[src/rtl/core/hht_pkg.sv]
package hht_pkg;

  localparam int QDEPTH = 4;
  localparam int QAW    = 2;

  localparam logic [7:0] CH_CR    = 8'h0D;
  localparam logic [7:0] CH_LF    = 8'h0A;
  localparam logic [7:0] CH_COLON = 8'h3A;
  localparam logic [7:0] CH_COMMA = 8'h2C;
  localparam logic [7:0] CH_DQ    = 8'h22;
  localparam logic [7:0] CH_SQ    = 8'h27;

  localparam logic [2:0] KIND_BLANK  = 3'd0;
  localparam logic [2:0] KIND_CRLF   = 3'd1;
  localparam logic [2:0] KIND_COLON  = 3'd2;
  localparam logic [2:0] KIND_COMMA  = 3'd3;
  localparam logic [2:0] KIND_STRING = 3'd4;

  localparam logic [1:0] ERR_NONE    = 2'd0;
  localparam logic [1:0] ERR_ILLEGAL = 2'd1;
  localparam logic [1:0] ERR_UNTERM  = 2'd2;

  typedef enum logic [2:0] {
    MODE_IDLE = 3'd0,
    MODE_DQ   = 3'd1,
    MODE_SQ   = 3'd2,
    MODE_UNQ  = 3'd3,
    MODE_CR   = 3'd4,
    MODE_DROP = 3'd5
  } mode_t;

  typedef struct packed {
    logic [7:0] out_byte;
    logic [2:0] token_kind;
    logic       token_start;
    logic       token_end;
    logic [1:0] error_code;
    logic       text_done;
    logic       last_result;
  } res_t;

  function automatic logic is_blank(input logic [7:0] b);
    return b == 8'h20 || b == 8'h09 || b == 8'h0B || b == 8'h0C;
  endfunction

  function automatic logic is_run_byte(input logic [7:0] b);
    return b >= 8'h21 && b <= 8'h7E && b != CH_COLON && b != CH_COMMA;
  endfunction

endpackage

[src/rtl/core/http_header_tokenizer_top.sv]
// path: a request passes the input register, then the lexer into the output queue,
// before its result leaves; a byte waits for its successor
// throughput: one request per cycle while the output side drains, up to two
// results per request, limited by one result read from the output queue per cycle
// reset: synchronous, clears lexer mode, held byte and queue pointers
module http_header_tokenizer_top import hht_pkg::*; (
  input  logic       clk,
  input  logic       rst,
  input  logic       s_tvalid,
  output logic       s_tready,
  input  logic [7:0] s_tdata,  // data_byte
  input  logic       s_tlast,  // end_of_text
  output logic       m_tvalid,
  input  logic       m_tready,
  output logic [7:0] m_tdata,  // out_byte
  output logic [7:0] m_tuser,  // token_kind[2:0], token_start, token_end,
                               // error_code[1:0], last_result
  output logic       m_tlast   // text_done
);

  logic       in_valid;
  logic [7:0] in_byte;
  logic       in_eot;
  logic       go;
  logic       room;
  res_t [1:0] res;
  logic [1:0] res_cnt;
  logic [1:0] push_cnt;
  res_t       head;

  assign go       = in_valid && room;
  assign s_tready = !in_valid || go;
  assign push_cnt = go ? res_cnt : 2'd0;

  always_ff @(posedge clk) begin
    if (rst) begin
      in_valid <= 1'b0;
    end else if (s_tready) begin
      in_valid <= s_tvalid;
    end
  end

  always_ff @(posedge clk) begin
    if (s_tvalid && s_tready) begin
      in_byte <= s_tdata;
      in_eot  <= s_tlast;
    end
  end

  hht_lexer u_lexer (
    .clk        (clk),
    .rst        (rst),
    .go         (go),
    .data_byte  (in_byte),
    .end_of_text(in_eot),
    .res        (res),
    .res_cnt    (res_cnt)
  );

  hht_outq u_outq (
    .clk     (clk),
    .rst     (rst),
    .wr_res  (res),
    .wr_cnt  (push_cnt),
    .room    (room),
    .rd_res  (head),
    .rd_valid(m_tvalid),
    .rd_ready(m_tready)
  );

  assign m_tdata = head.out_byte;
  assign m_tuser = {head.last_result, head.error_code, head.token_end,
                    head.token_start, head.token_kind};
  assign m_tlast = head.text_done;

endmodule

[src/rtl/core/hht_lexer.sv]
module hht_lexer import hht_pkg::*; (
  input  logic       clk,
  input  logic       rst,
  input  logic       go,
  input  logic [7:0] data_byte,
  input  logic       end_of_text,
  output res_t [1:0] res,
  output logic [1:0] res_cnt
);

  mode_t      mode, mode_next;
  logic [7:0] held_byte, held_byte_next;
  logic       held_valid, held_valid_next;
  logic [2:0] held_kind, held_kind_next;
  logic       held_start, held_start_next;

  always_ff @(posedge clk) begin
    if (rst) begin
      mode       <= MODE_IDLE;
      held_byte  <= '0;
      held_valid <= 1'b0;
      held_kind  <= '0;
      held_start <= 1'b0;
    end else if (go) begin
      mode       <= mode_next;
      held_byte  <= held_byte_next;
      held_valid <= held_valid_next;
      held_kind  <= held_kind_next;
      held_start <= held_start_next;
    end
  end

  always_comb begin
    logic [7:0] b;
    logic       eot;
    logic [1:0] n;
    logic [2:0] kind;
    logic       st;
    logic       en;
    logic       ok;
    mode_t      nmode;
    b               = data_byte;
    eot             = end_of_text;
    n               = 2'd0;
    kind            = KIND_BLANK;
    st              = 1'b0;
    en              = 1'b0;
    ok              = 1'b1;
    nmode           = MODE_IDLE;
    res             = '0;
    mode_next       = mode;
    held_byte_next  = held_byte;
    held_valid_next = held_valid;
    held_kind_next  = held_kind;
    held_start_next = held_start;
    case (mode)
      MODE_DROP: begin
        if (eot) begin
          mode_next = MODE_IDLE;
        end
      end
      MODE_CR: begin
        if (b != CH_LF) begin
          res[0]          = '{held_byte, KIND_BLANK, 1'b0, 1'b0, ERR_ILLEGAL, 1'b1, 1'b0};
          n               = 2'd1;
          held_valid_next = 1'b0;
          mode_next       = eot ? MODE_IDLE : MODE_DROP;
        end else begin
          res[0] = '{held_byte, KIND_CRLF, 1'b1, 1'b0, ERR_NONE, 1'b0, 1'b0};
          n      = 2'd1;
          if (eot) begin
            res[1]          = '{b, KIND_CRLF, 1'b0, 1'b1, ERR_NONE, 1'b1, 1'b0};
            n               = 2'd2;
            held_valid_next = 1'b0;
          end else begin
            held_byte_next  = b;
            held_kind_next  = KIND_CRLF;
            held_start_next = 1'b0;
            held_valid_next = 1'b1;
          end
          mode_next = MODE_IDLE;
        end
      end
      default: begin
        if (held_valid) begin
          if (mode == MODE_UNQ) begin
            en = !is_run_byte(b);
          end else begin
            en = held_kind != KIND_BLANK && mode == MODE_IDLE;
          end
          res[0]          = '{held_byte, held_kind, held_start, en, ERR_NONE, 1'b0, 1'b0};
          n               = 2'd1;
          held_valid_next = 1'b0;
        end
        if (mode == MODE_DQ || mode == MODE_SQ) begin
          kind  = KIND_STRING;
          nmode = (b == ((mode == MODE_DQ) ? CH_DQ : CH_SQ)) ? MODE_IDLE : mode;
        end else if (mode == MODE_UNQ && is_run_byte(b)) begin
          kind  = KIND_STRING;
          nmode = MODE_UNQ;
        end else if (is_blank(b)) begin
          kind = KIND_BLANK;
        end else if (b == CH_CR) begin
          kind  = KIND_CRLF;
          st    = 1'b1;
          nmode = MODE_CR;
        end else if (b == CH_COLON) begin
          kind = KIND_COLON;
          st   = 1'b1;
        end else if (b == CH_COMMA) begin
          kind = KIND_COMMA;
          st   = 1'b1;
        end else if (b == CH_DQ) begin
          kind  = KIND_STRING;
          st    = 1'b1;
          nmode = MODE_DQ;
        end else if (b == CH_SQ) begin
          kind  = KIND_STRING;
          st    = 1'b1;
          nmode = MODE_SQ;
        end else if (is_run_byte(b)) begin
          kind  = KIND_STRING;
          st    = 1'b1;
          nmode = MODE_UNQ;
        end else begin
          ok = 1'b0;
        end
        if (!ok || (eot && nmode == MODE_CR)) begin
          res[n[0]]       = '{b, KIND_BLANK, 1'b0, 1'b0, ERR_ILLEGAL, 1'b1, 1'b0};
          n               = n + 2'd1;
          held_valid_next = 1'b0;
          mode_next       = eot ? MODE_IDLE : MODE_DROP;
        end else if (eot) begin
          if (nmode == MODE_DQ || nmode == MODE_SQ) begin
            res[n[0]] = '{b, KIND_BLANK, 1'b0, 1'b0, ERR_UNTERM, 1'b1, 1'b0};
          end else begin
            res[n[0]] = '{b, kind, st,
                          (kind != KIND_BLANK && nmode == MODE_IDLE) || nmode == MODE_UNQ,
                          ERR_NONE, 1'b1, 1'b0};
          end
          n               = n + 2'd1;
          mode_next       = MODE_IDLE;
          held_valid_next = 1'b0;
        end else begin
          held_byte_next  = b;
          held_kind_next  = kind;
          held_start_next = st;
          held_valid_next = 1'b1;
          mode_next       = nmode;
        end
      end
    endcase
    if (n != 2'd0) begin
      res[n[0] ^ 1'b1].last_result = 1'b1;
    end
    res_cnt = n;
  end

endmodule

[src/rtl/core/hht_outq.sv]
module hht_outq import hht_pkg::*; (
  input  logic       clk,
  input  logic       rst,
  input  res_t [1:0] wr_res,
  input  logic [1:0] wr_cnt,
  output logic       room,
  output res_t       rd_res,
  output logic       rd_valid,
  input  logic       rd_ready
);

  res_t [QDEPTH-1:0] entry;
  logic [QAW-1:0]    wr_ptr, rd_ptr;
  logic [QAW:0]      count, count_next;
  logic              pop;

  assign pop      = rd_valid && rd_ready;
  assign rd_valid = count != '0;
  assign rd_res   = entry[rd_ptr];
  assign room     = count <= (QAW+1)'(QDEPTH - 2);

  always_comb begin
    count_next = count + {1'b0, wr_cnt} - {{QAW{1'b0}}, pop};
  end

  always_ff @(posedge clk) begin
    if (wr_cnt != 2'd0) begin
      entry[wr_ptr] <= wr_res[0];
    end
    if (wr_cnt == 2'd2) begin
      entry[wr_ptr + QAW'(1)] <= wr_res[1];
    end
  end

  always_ff @(posedge clk) begin
    if (rst) begin
      wr_ptr <= '0;
      rd_ptr <= '0;
      count  <= '0;
    end else begin
      wr_ptr <= wr_ptr + QAW'(wr_cnt);
      rd_ptr <= rd_ptr + QAW'(pop);
      count  <= count_next;
    end
  end

endmodule

[config.mk]
export PLATFORM = sky130hd
export DESIGN_NAME = http_header_tokenizer_top
export DESIGN_NICKNAME = d
export VERILOG_FILES = /design/src/rtl/core/hht_pkg.sv /design/src/rtl/core/http_header_tokenizer_top.sv /design/src/rtl/core/hht_lexer.sv /design/src/rtl/core/hht_outq.sv
export SDC_FILE = /design/constraint.sdc
export NUM_CORES = 1
export LEC_CHECK = 0
export BUFFER_PORTS_ARGS = -buffer_cell sky130_fd_sc_hd__buf_2
export CAP_MARGIN = 40
export CELL_PAD_IN_SITES_DETAIL_PLACEMENT = 0
export CELL_PAD_IN_SITES_GLOBAL_PLACEMENT = 1
export CORE_MARGIN = 4
export CORE_UTILIZATION = 35
export CTS_CLUSTER_DIAMETER = 60
export DETAILED_ROUTE_END_ITERATION = 10
export PLACE_DENSITY_LB_ADDON = 0.1
export SLEW_MARGIN = 5
export SYNTH_ARGS = -nofsm -noshare
export SYNTH_HDL_FRONTEND = slang
export SYNTH_SLANG_ARGS = --single-unit
[constraint.sdc]
create_clock -name clk -period 9.7 [get_ports clk]
set_input_delay 2.91 -clock clk [delete_from_list [all_inputs] [get_ports clk]]
set_output_delay 2.91 -clock clk [all_outputs]
set_load 0.01 [all_outputs]
==> flow_metrics.py, run 1 <==
metrics = {
    "synthesis": {
        "synth.distinct_cells": 69,
        "synth_top_family_by_area": "compound AO/OA/AOI/OAI gates",
        "yosys_warnings": 0,
        "synth_top_cell_area_share": 0.334,
        "async_flop_share": 0,
        "synthesis.nets": 639,
        "yosys.area_share.simple": 0.184,
        "synth_adder_area_share": 0.0195,
        "muxShareOfSynthArea": 0.132,
        "synthTopCellsByArea": "dfxtp_1 (33%), mux4_2 (7.0%), nor2_1 (6.3%)",
        "synth_compound_area_frac": 0.216,
        "post_synth.cell_area_avg_sq_um": 8.91,
        "syn_inst": 618,
        "synth_seq_cells": 101,
        "synthFlopType": "dfxtp_1",
        "synthXorXnorAreaFrac": 0.0111,
        "syn-cell-area_sq_um": 5510,
        "synth_edf_count": 9,
        "yosys.area.top_type": "dfxtp_1",
        "yosysSeqAreaShare": 0.384,
    },
    "sta": {
        "fin_tns_setup_ns": 0,
        "maxSlewViolCount": 0,
        "setup_viol": 0,
        "period_share": 0.478,
        "fmax_mhz": 216,
        "slew_headroom": 0.459,
        "fin_crit_ns": 4.64,
        "worst_pin_slew_ns": 0.800,
        "finalWorstSetupSlack_ns": 5.06,
        "finClkSkew_ns": 0.0112,
        "hold_viol_final": 0,
        "grt_setup_unrepaired": "no",
        "holdWs_ns": 0.466,
    },
    "clock_network": {
        "ctsHoldBuffers": 0,
        "clock-sinks": 101,
        "post_cts_resized": 0,
        "cts_setup_buffers": 0,
        "cts_buffers": 9,
        "clk_latency_ns": 0.36,
        "cts_buffer_depth": 2,
        "clk_pin_slew_ns": 0.07,
        "cts_tree": "built",
        "clk_root_buffer_cell": "clkbuf_16",
        "h-tree-depth": 3,
    },
    "routing": {
        "drt-wirelength-per-cell_um": 19.1,
        "num_vias": 4717,
        "antenna_left": 0,
        "dr.pass1.iters": 4,
        "drtIter0Drc": 364,
        "via_per_inst": 5.62,
        "drc": 0,
        "drt-total-wl_mm": 16.1,
    },
    "finish": {
        "syn_to_final_growth_pct": 9.48,
        "layout.area.seq_sq_um": 2110,
        "multi_input_area_sq_um": 3090,
        "fin_cells": 839,
        "post-route-util": 0.394,
        "nets": 644,
        "drive_above_1_share": 0.153,
        "fillers": 1589,
        "antenna_cells": 0,
    },
    "place": {
        "hpwl_mm": 11.1,
        "dp.cells": 823,
        "numPortBuffers": 31,
        "dp_slack_ns": 5.15,
        "place_congestion": 0.829,
    },
    "power": {
        "peakVddDrop_mv": 0.0951,
        "powerDensity_nw_per_um2": 236,
        "power.leakage_nw": 2.21,
    },
    "flow_run": {
        "drv_cap": 0,
    },
    "global_route": {
        "grt_pass1_wl_mm": 26.0,
        "overflow": 0,
        "antenna_found_initial": 0,
        "grt_pass1_vias": 4536,
        "grt_max_degree": 29,
        "grt_usage": 0.183,
    },
    "worst_setup_path": {
        "cp-end-kind": "primary output",
        "worstRegToRegCells": 9,
        "worstSetupPathType": "reg -> out",
        "worstPathMaxFanout": 18,
        "worstPathRequired_ns": 6.79,
        "worst_ep_arrival_time_ns": 1.73,
        "cp_slowest_stage_delay_ns": 0.56,
        "cp_slowest_cell": "mux4_2",
        "startpoint_type": "flop",
        "crit_chain": "buf_4 > mux4_2 > buf_2",
    },
    "die": {
        "coreArea_sq_um": 15300,
        "fp.dieW_um": 133,
        "initial_core_util": 0.360,
        "die_area_sq_um": 17800,
        "io_pins": 32,
        "rows": 45,
        "die_h_um": 133,
    },
    "worst_hold_path": {
        "min_path_cells": 2,
        "hold_path.class": "reg -> reg",
    },
    "run_status": {
        "outcome": "completed",
    },
}
==> critical path: cells and delay by family (launching register included) <==
| kind | cells | cell delay [ns] |
|---|---|---|
| DFF | 1 | 0.31 |
| buffers and inverters | 2 | 0.48 |
| muxes | 1 | 0.56 |
==> flip-flops by register name, summed over array words and instances, names as in the netlist, 2 cells and up <==
signal / flops
u_lexer.held_kind: 3
u_lexer.held_byte: 8
u_outq.count: 3
u_outq.entry: 68
u_outq.wr_ptr: 2
u_outq.rd_ptr: 2
u_lexer.mode: 3
in_byte: 8
==> cell type report <==
type / count / area share
inverters: 10 / 0.00789
clock buffers: 11 / 0.0403
multi-input cells: 462 / 0.513
well taps: 211 / 0.0438
flip-flops and latches: 101 / 0.350
repair buffers: 39 / 0.0378
clock inverters: 5 / 0.00685
==> power by group <==
group          total (mW)  switching (mW)  internal, mW
clock               0.357           0.173         0.184
sequential          0.604          0.0762         0.528
combinational       0.459           0.232         0.227
==> worst paths after layout <==
kind / startpoint / end / slack [ns]
max: u_outq.rd_ptr[0] / m_tdata[7] / 5.06
min: u_outq.entry[17] / u_outq.entry[17] / 0.47
max reg2reg: in_byte[7] / u_outq.entry[16] / 5.69
min reg2reg: u_outq.entry[17] / u_outq.entry[17] / 0.47
==> kinds of logic after synthesis <==
group / count (synthesis)
xor gates and xnor gates: 7
DFF: 101
muxes: 51
adders and majority gates: 8
and+or+nand+nor: 210
buffers and inverters: 55
AOI/OAI and AO/OA: 186
==> Yosys cell counts (4+ instances only) <==
cell,n
a21oi_1,20
o21ai_1,5
nor3_1,8
a41oi_1,4
nor2b_1,8
nand4_1,5
nor2_1,92
o21ai_2,4
clkbuf_1,17
buf_6,6
and2_1,6
ha_1,7
nand2_1,41
nand3_1,15
dfxtp_1,92
o22ai_1,49
mux4_2,17
a31oi_1,5
buf_4,6
nand2b_1,12
o21ai_0,61
a21oi_4,4
mux2i_1,32
xnor2_1,7
inv_1,8
edfxtp_1,9
a22o_1,8
buf_2,13
==> routing by layer <==
| metal | share of wire | track usage | routed length [um] | up-vias |
|---|---|---|---|---|
| li1 | - | - | - | 2288 |
| met1 | 0.50 | 0.264 | 8060 | 2300 |
| met2 | 0.44 | 0.283 | 7110 | 115 |
| met3 | 0.044 | 0.0332 | 707 | 14 |
| met4 | 0.011 | 0.0497 | 178 | 0 |
| met5 | 0 | 0 | 0 | - |
==> metrics by stage <==
stage	total power [mW]	instance area (sq um)
after floorplan	0.940	5510
after global placement	1.06	5710
after detailed placement	1.07	5740
after CTS	1.43	6030
after global routing	1.51	6030
final	1.42	6030
==> placed cells by master (no fill, tap or decap), types with 5 or more instances in the layout <==
master,synthesis,layout
nor2_1,92,92
dfxtp_1,92,92
o21ai_0,61,61
o22ai_1,49,49
nand2_1,41,41
mux2i_1,32,32
buf_2,13,32
a21oi_1,20,20
mux4_2,17,17
nand3_1,15,15
nand2b_1,12,12
clkbuf_16,0,9
edfxtp_1,9,9
inv_1,8,8
nor3_1,8,8
nor2b_1,8,8
a22o_1,8,8
xnor2_1,7,7
ha_1,7,7
and2_1,6,6
o21ai_1,5,5
a31oi_1,5,5
nand4_1,5,5
buf_4,6,5
No activity file was read; power rests on OpenSTA's default activity.
==> run 2, diff against run 1 <==
Clock period 9.7 ns to 4.37 ns, I/O delays scaled along.
==> flow_metrics.py, run 2 (synthesized netlist as in run 1, its figures left out) <==
metrics = {
    "finish": {
        "layout_common_cells": "nor2_1 (92), dfxtp_1 (92), o21ai_0 (61)",
        "nets": 656,
        "reg.largest.list": "u_outq.entry (68), in_byte (8), u_lexer.held_byte (8)",
        "largest_reg_flops": 68,
        "drive_above_1_share": 0.167,
        "syn_to_final_growth_pct": 10.9,
        "fillers": 1562,
        "antenna_cells": 0,
        "multi_input_area_sq_um": 3090,
        "regMostFlops": "u_outq.entry",
        "layout.area.seq_sq_um": 2110,
        "post-route-util": 0.399,
    },
    "worst_setup_path": {
        "cp-end-kind": "flop",
        "worstPathRequired_ns": 4.59,
        "critPathBufInv": 1,
        "cp_slowest_stage_delay_ns": 0.49,
        "worstSetupPathType": "reg -> reg",
        "worstPathMaxFanout": 16,
        "worstRegToRegCells": 11,
        "cp_slowest_cell": "edfxtp_1",
        "crit_chain": "or3_4 > o32a_1 > and2_1 > a41oi_1 > o31a_2 > inv_4 > ha_1 > fa_1 > xnor2_1 > xnor2_1 > nor2_1",
        "worst_ep_arrival_time_ns": 4.08,
        "startpoint_type": "flop",
        "cp_common_cell": "xnor2_1",
        "path_depth": 11,
        "crit_family": "compound AO/OA/AOI/OAI gates",
    },
    "sta": {
        "period_share": 0.884,
        "fmax_mhz": 259,
        "fin_crit_ns": 3.86,
        "maxSlewViolCount": 0,
        "worst_pin_slew_ns": 0.849,
        "setup_viol": 0,
        "finalWorstSetupSlack_ns": 0.509,
        "fin_tns_setup_ns": 0,
        "slew_headroom": 0.434,
        "grt_setup_unrepaired": "no",
        "finClkSkew_ns": 0.00446,
        "hold_viol_final": 0,
        "holdWs_ns": 0.467,
    },
    "die": {
        "coreArea_sq_um": 15300,
        "fp.dieW_um": 133,
        "die_area_sq_um": 17800,
        "rows": 45,
        "initial_core_util": 0.360,
        "io_pins": 32,
        "die_h_um": 133,
    },
    "routing": {
        "drc": 0,
        "drtIter0Drc": 440,
        "drt-wirelength-per-cell_um": 19.7,
        "drt-total-wl_mm": 16.7,
        "num_vias": 4769,
        "antenna_left": 0,
        "via_per_inst": 5.61,
        "dr.pass1.iters": 5,
    },
    "clock_network": {
        "ctsHoldBuffers": 0,
        "clk_latency_ns": 0.35,
        "clk_root_buffer_cell": "clkbuf_16",
        "h-tree-depth": 3,
        "post_cts_resized": 0,
        "cts_setup_buffers": 0,
        "clock-sinks": 101,
        "cts_buffer_depth": 2,
        "clk_pin_slew_ns": 0.07,
        "cts_tree": "built",
        "cts_buffers": 9,
    },
    "global_route": {
        "overflow": 0,
        "antenna_found_initial": 0,
        "grt_pass1_wl_mm": 26.9,
        "grt_max_degree": 29,
        "grt_pass1_vias": 4753,
        "grt_usage": 0.191,
    },
    "power": {
        "powerDensity_nw_per_um2": 517,
        "clkPwrFrac": 0.247,
        "p_comb_frac": 0.334,
        "peakVddDrop_mv": 0.203,
        "p_seq_frac": 0.419,
        "power.leakage_nw": 2.27,
        "p_sw_mw": 1.04,
        "internal-power_mw": 2.12,
        "switching_share": 0.329,
    },
    "flow_run": {
        "drv_cap": 0,
    },
    "place": {
        "numPortBuffers": 31,
        "dp_slack_ns": 0.567,
        "place_congestion": 0.866,
        "hpwl_mm": 11.4,
    },
    "worst_hold_path": {
        "min_path_cells": 2,
        "hold_path.class": "reg -> reg",
    },
    "run_status": {
        "outcome": "completed",
    },
}
-- run 2: area by class of cell --
type / count / share of cell area
Multi-Input combinational cell: 462 / 0.506
Sequential cell: 101 / 0.346
Timing Repair Buffer: 51 / 0.0500
Clock buffer: 13 / 0.0443
Tap cell: 211 / 0.0432
Inverter: 10 / 0.00779
Clock inverter: 2 / 0.00246
-- run 2: power by group through the flow --
| stage | Sequential, mW | Combinational [mW] | Clock, mW |
|---|---|---|---|
| 3_3_place_gp | 1.33 | 1.05 | 0 |
| 6_report | 1.32 | 1.06 | 0.780 |
| 5_1_grt | 1.35 | 1.18 | 0.841 |
| 3_5_place_dp | 1.34 | 1.06 | 0 |
| 2_1_floorplan | 1.27 | 0.813 | 0 |
| 4_1_cts | 1.32 | 1.07 | 0.806 |
-- run 2: metrics by stage --
stage               cell area (sq um)  std cells  power (mW)
finish                           6110        850        3.16
global route                     6110        850        3.37
CTS                              6110        850        3.20
detailed placement               5820        835        2.40
global placement                 5820        835        2.38
floorplan                        5510        618        2.09
-- run 2: worst paths after layout --
check	startpoint	end	slack [ns]
setup / recovery	in_byte[7]	u_outq.count[2]	0.51
hold / removal	u_outq.entry[17]	u_outq.entry[17]	0.47
setup reg to reg	in_byte[7]	u_outq.count[2]	0.51
hold reg to reg	u_outq.entry[17]	u_outq.entry[17]	0.47
-- run 2: metal layers --
layer  vias to the layer above  GRT usage  routed length (um)
met5                         -          0                   0
met4                         0     0.0440                 207
met3                        20     0.0476                1030
met2                       154      0.290                7390
met1                      2295      0.274                8080
li1                       2300          -                   -
-- run 2: tightest hold or removal path, stage by stage (launching register included) --
cell	delay (ns)
dfxtp_1	0.30
o21ai_0	0.07
nand2_1	0.05
==> run 3, diff against run 2 <==
Settings changed: PLACE_DENSITY_LB_ADDON 0.1 to 0.12.
==> flow_metrics.py, run 3 (synthesized netlist as in run 1, its figures left out) <==
metrics = {
    "sta": {
        "worst_pin_slew_ns": 0.847,
        "holdWs_ns": 0.476,
        "hold_viol_final": 0,
        "finClkSkew_ns": 0.00882,
        "finalWorstSetupSlack_ns": 0.553,
        "fin_crit_ns": 3.82,
        "grt_setup_unrepaired": "no",
        "fin_tns_setup_ns": 0,
        "fmax_mhz": 262,
        "setup_viol": 0,
        "period_share": 0.874,
        "maxSlewViolCount": 0,
        "slew_headroom": 0.435,
    },
    "routing": {
        "drt-total-wl_mm": 16.4,
        "drc": 0,
        "via_per_inst": 5.65,
        "drt-wirelength-per-cell_um": 19.3,
        "drtIter0Drc": 318,
        "num_vias": 4809,
        "antenna_left": 0,
        "dr.pass1.iters": 7,
    },
    "clock_network": {
        "clk_latency_ns": 0.36,
        "clk_pin_slew_ns": 0.07,
        "post_cts_resized": 0,
        "clk_root_buffer_cell": "clkbuf_16",
        "h-tree-depth": 3,
        "clock-sinks": 101,
        "ctsHoldBuffers": 0,
        "cts_buffers": 9,
        "cts_tree": "built",
        "cts_setup_buffers": 0,
        "cts_buffer_depth": 2,
    },
    "global_route": {
        "overflow": 0,
        "met1_usage": 0.271,
        "grt_pass1_wl_mm": 26.4,
        "antenna_found_initial": 0,
        "grt_usage": 0.188,
        "grt_use_met2": 0.288,
        "grt_max_degree": 29,
        "gr-usage-met3": 0.0415,
        "top_usage_layer": "met2",
        "grt_pass1_vias": 4550,
    },
    "place": {
        "numPortBuffers": 31,
        "hpwl_mm": 11.2,
        "place_congestion": 0.856,
        "dp_slack_ns": 0.593,
    },
    "power": {
        "power.leakage_nw": 2.26,
        "peakVddDrop_mv": 0.199,
        "finalPower_mw": 3.18,
        "powerDensity_nw_per_um2": 520,
    },
    "die": {
        "coreArea_sq_um": 15300,
        "rows": 45,
        "fp.dieW_um": 133,
        "initial_core_util": 0.360,
        "io_pins": 32,
        "die_area_sq_um": 17800,
        "die_h_um": 133,
    },
    "worst_setup_path": {
        "cp_slowest_stage_delay_ns": 0.50,
        "cp_common_cell": "xnor2_1",
        "worst_ep_arrival_time_ns": 4.05,
        "critPathBufInv": 1,
        "crit_family": "compound AO/OA/AOI/OAI gates",
        "cp_slowest_cell": "edfxtp_1",
        "worstSetupPathType": "reg -> reg",
        "reg2reg_slack_ns": 0.55,
        "cp-end-kind": "flop",
        "worstPathRequired_ns": 4.60,
        "crit_chain": "or3_4 > o32a_1 > and2_1 > a41oi_1 > o31a_2 > inv_4 > ha_1 > fa_1 > xnor2_1 > xnor2_1 > nor2_1",
        "worstPathMaxFanout": 16,
        "startpoint_type": "flop",
    },
    "finish": {
        "regMostFlops": "u_outq.entry",
        "multi_input_area_sq_um": 3090,
        "post-route-util": 0.399,
        "fillers": 1583,
        "antenna_cells": 0,
        "nets": 656,
        "layout_common_cells": "nor2_1 (92), dfxtp_1 (92), o21ai_0 (61)",
        "reg.largest.list": "u_outq.entry (68), in_byte (8), u_lexer.held_byte (8)",
        "layout.area.seq_sq_um": 2110,
        "largest_reg_flops": 68,
        "syn_to_final_growth_pct": 11.0,
        "drive_above_1_share": 0.170,
    },
    "flow_run": {
        "drv_cap": 0,
    },
    "run_status": {
        "outcome": "completed",
    },
    "worst_hold_path": {
        "hold_path.class": "reg -> reg",
    },
}
-- run 3: cell count changes in the layout (fill, tap and decap cells not counted), sizes merged --
cell / previous run / this run
clkbuf: 13 / 10
clkinvlp: 0 / 2
clkinv: 0 / 1
inv: 12 / 13
-- run 3: area by class of cell --
cell class                 count  area share
multi-input combinational    462       0.506
sequential                   101       0.345
timing repair buffer          51      0.0499
tap                          211      0.0432
clock buffer                  10      0.0391
clock inverter                 6     0.00860
inverter                      10     0.00778
-- run 3: final timing paths --
path,start,endpoint,cells after the start
max,in_byte[7],u_outq.count[2],11
min,u_outq.entry[35],u_outq.entry[35],2
max reg2reg,in_byte[7],u_outq.count[2],11
min reg2reg,u_outq.entry[35],u_outq.entry[35],2
-- run 3: worst reg2reg max path: stages (launching register included) --
cell and delay, ns:
edfxtp_1 0.50, or3_4 0.47, o32a_1 0.37, and2_1 0.33
a41oi_1 0.33, o31a_2 0.39, inv_4 0.15, ha_1 0.34
fa_1 0.43, xnor2_1 0.19, xnor2_1 0.14, nor2_1 0.05
-- run 3: metrics by stage --
step,area (sq um),instances
CTS,6110,851
global placement,5820,835
finish,6110,851
detailed placement,5820,835
floorplan,5510,618
global route,6110,851
-- run 3: power by group --
| part | internal, mW | switching [mW] | total, mW | leakage [nW] |
|---|---|---|---|---|
| registers | 1.17 | 0.150 | 1.32 | 0.844 |
| clock network | 0.412 | 0.392 | 0.803 | 0.138 |
| logic | 0.514 | 0.541 | 1.06 | 1.28 |
| total | 2.10 | 1.08 | 3.18 | 2.26 |
-- run 3: layer usage --
| layer | up-vias | share of wire |
|---|---|---|
| li1 | 2306 | - |
| met1 | 2369 | 0.49 |
| met2 | 116 | 0.45 |
| met3 | 18 | 0.050 |
| met4 | 0 | 0.013 |
| met5 | - | 0 |
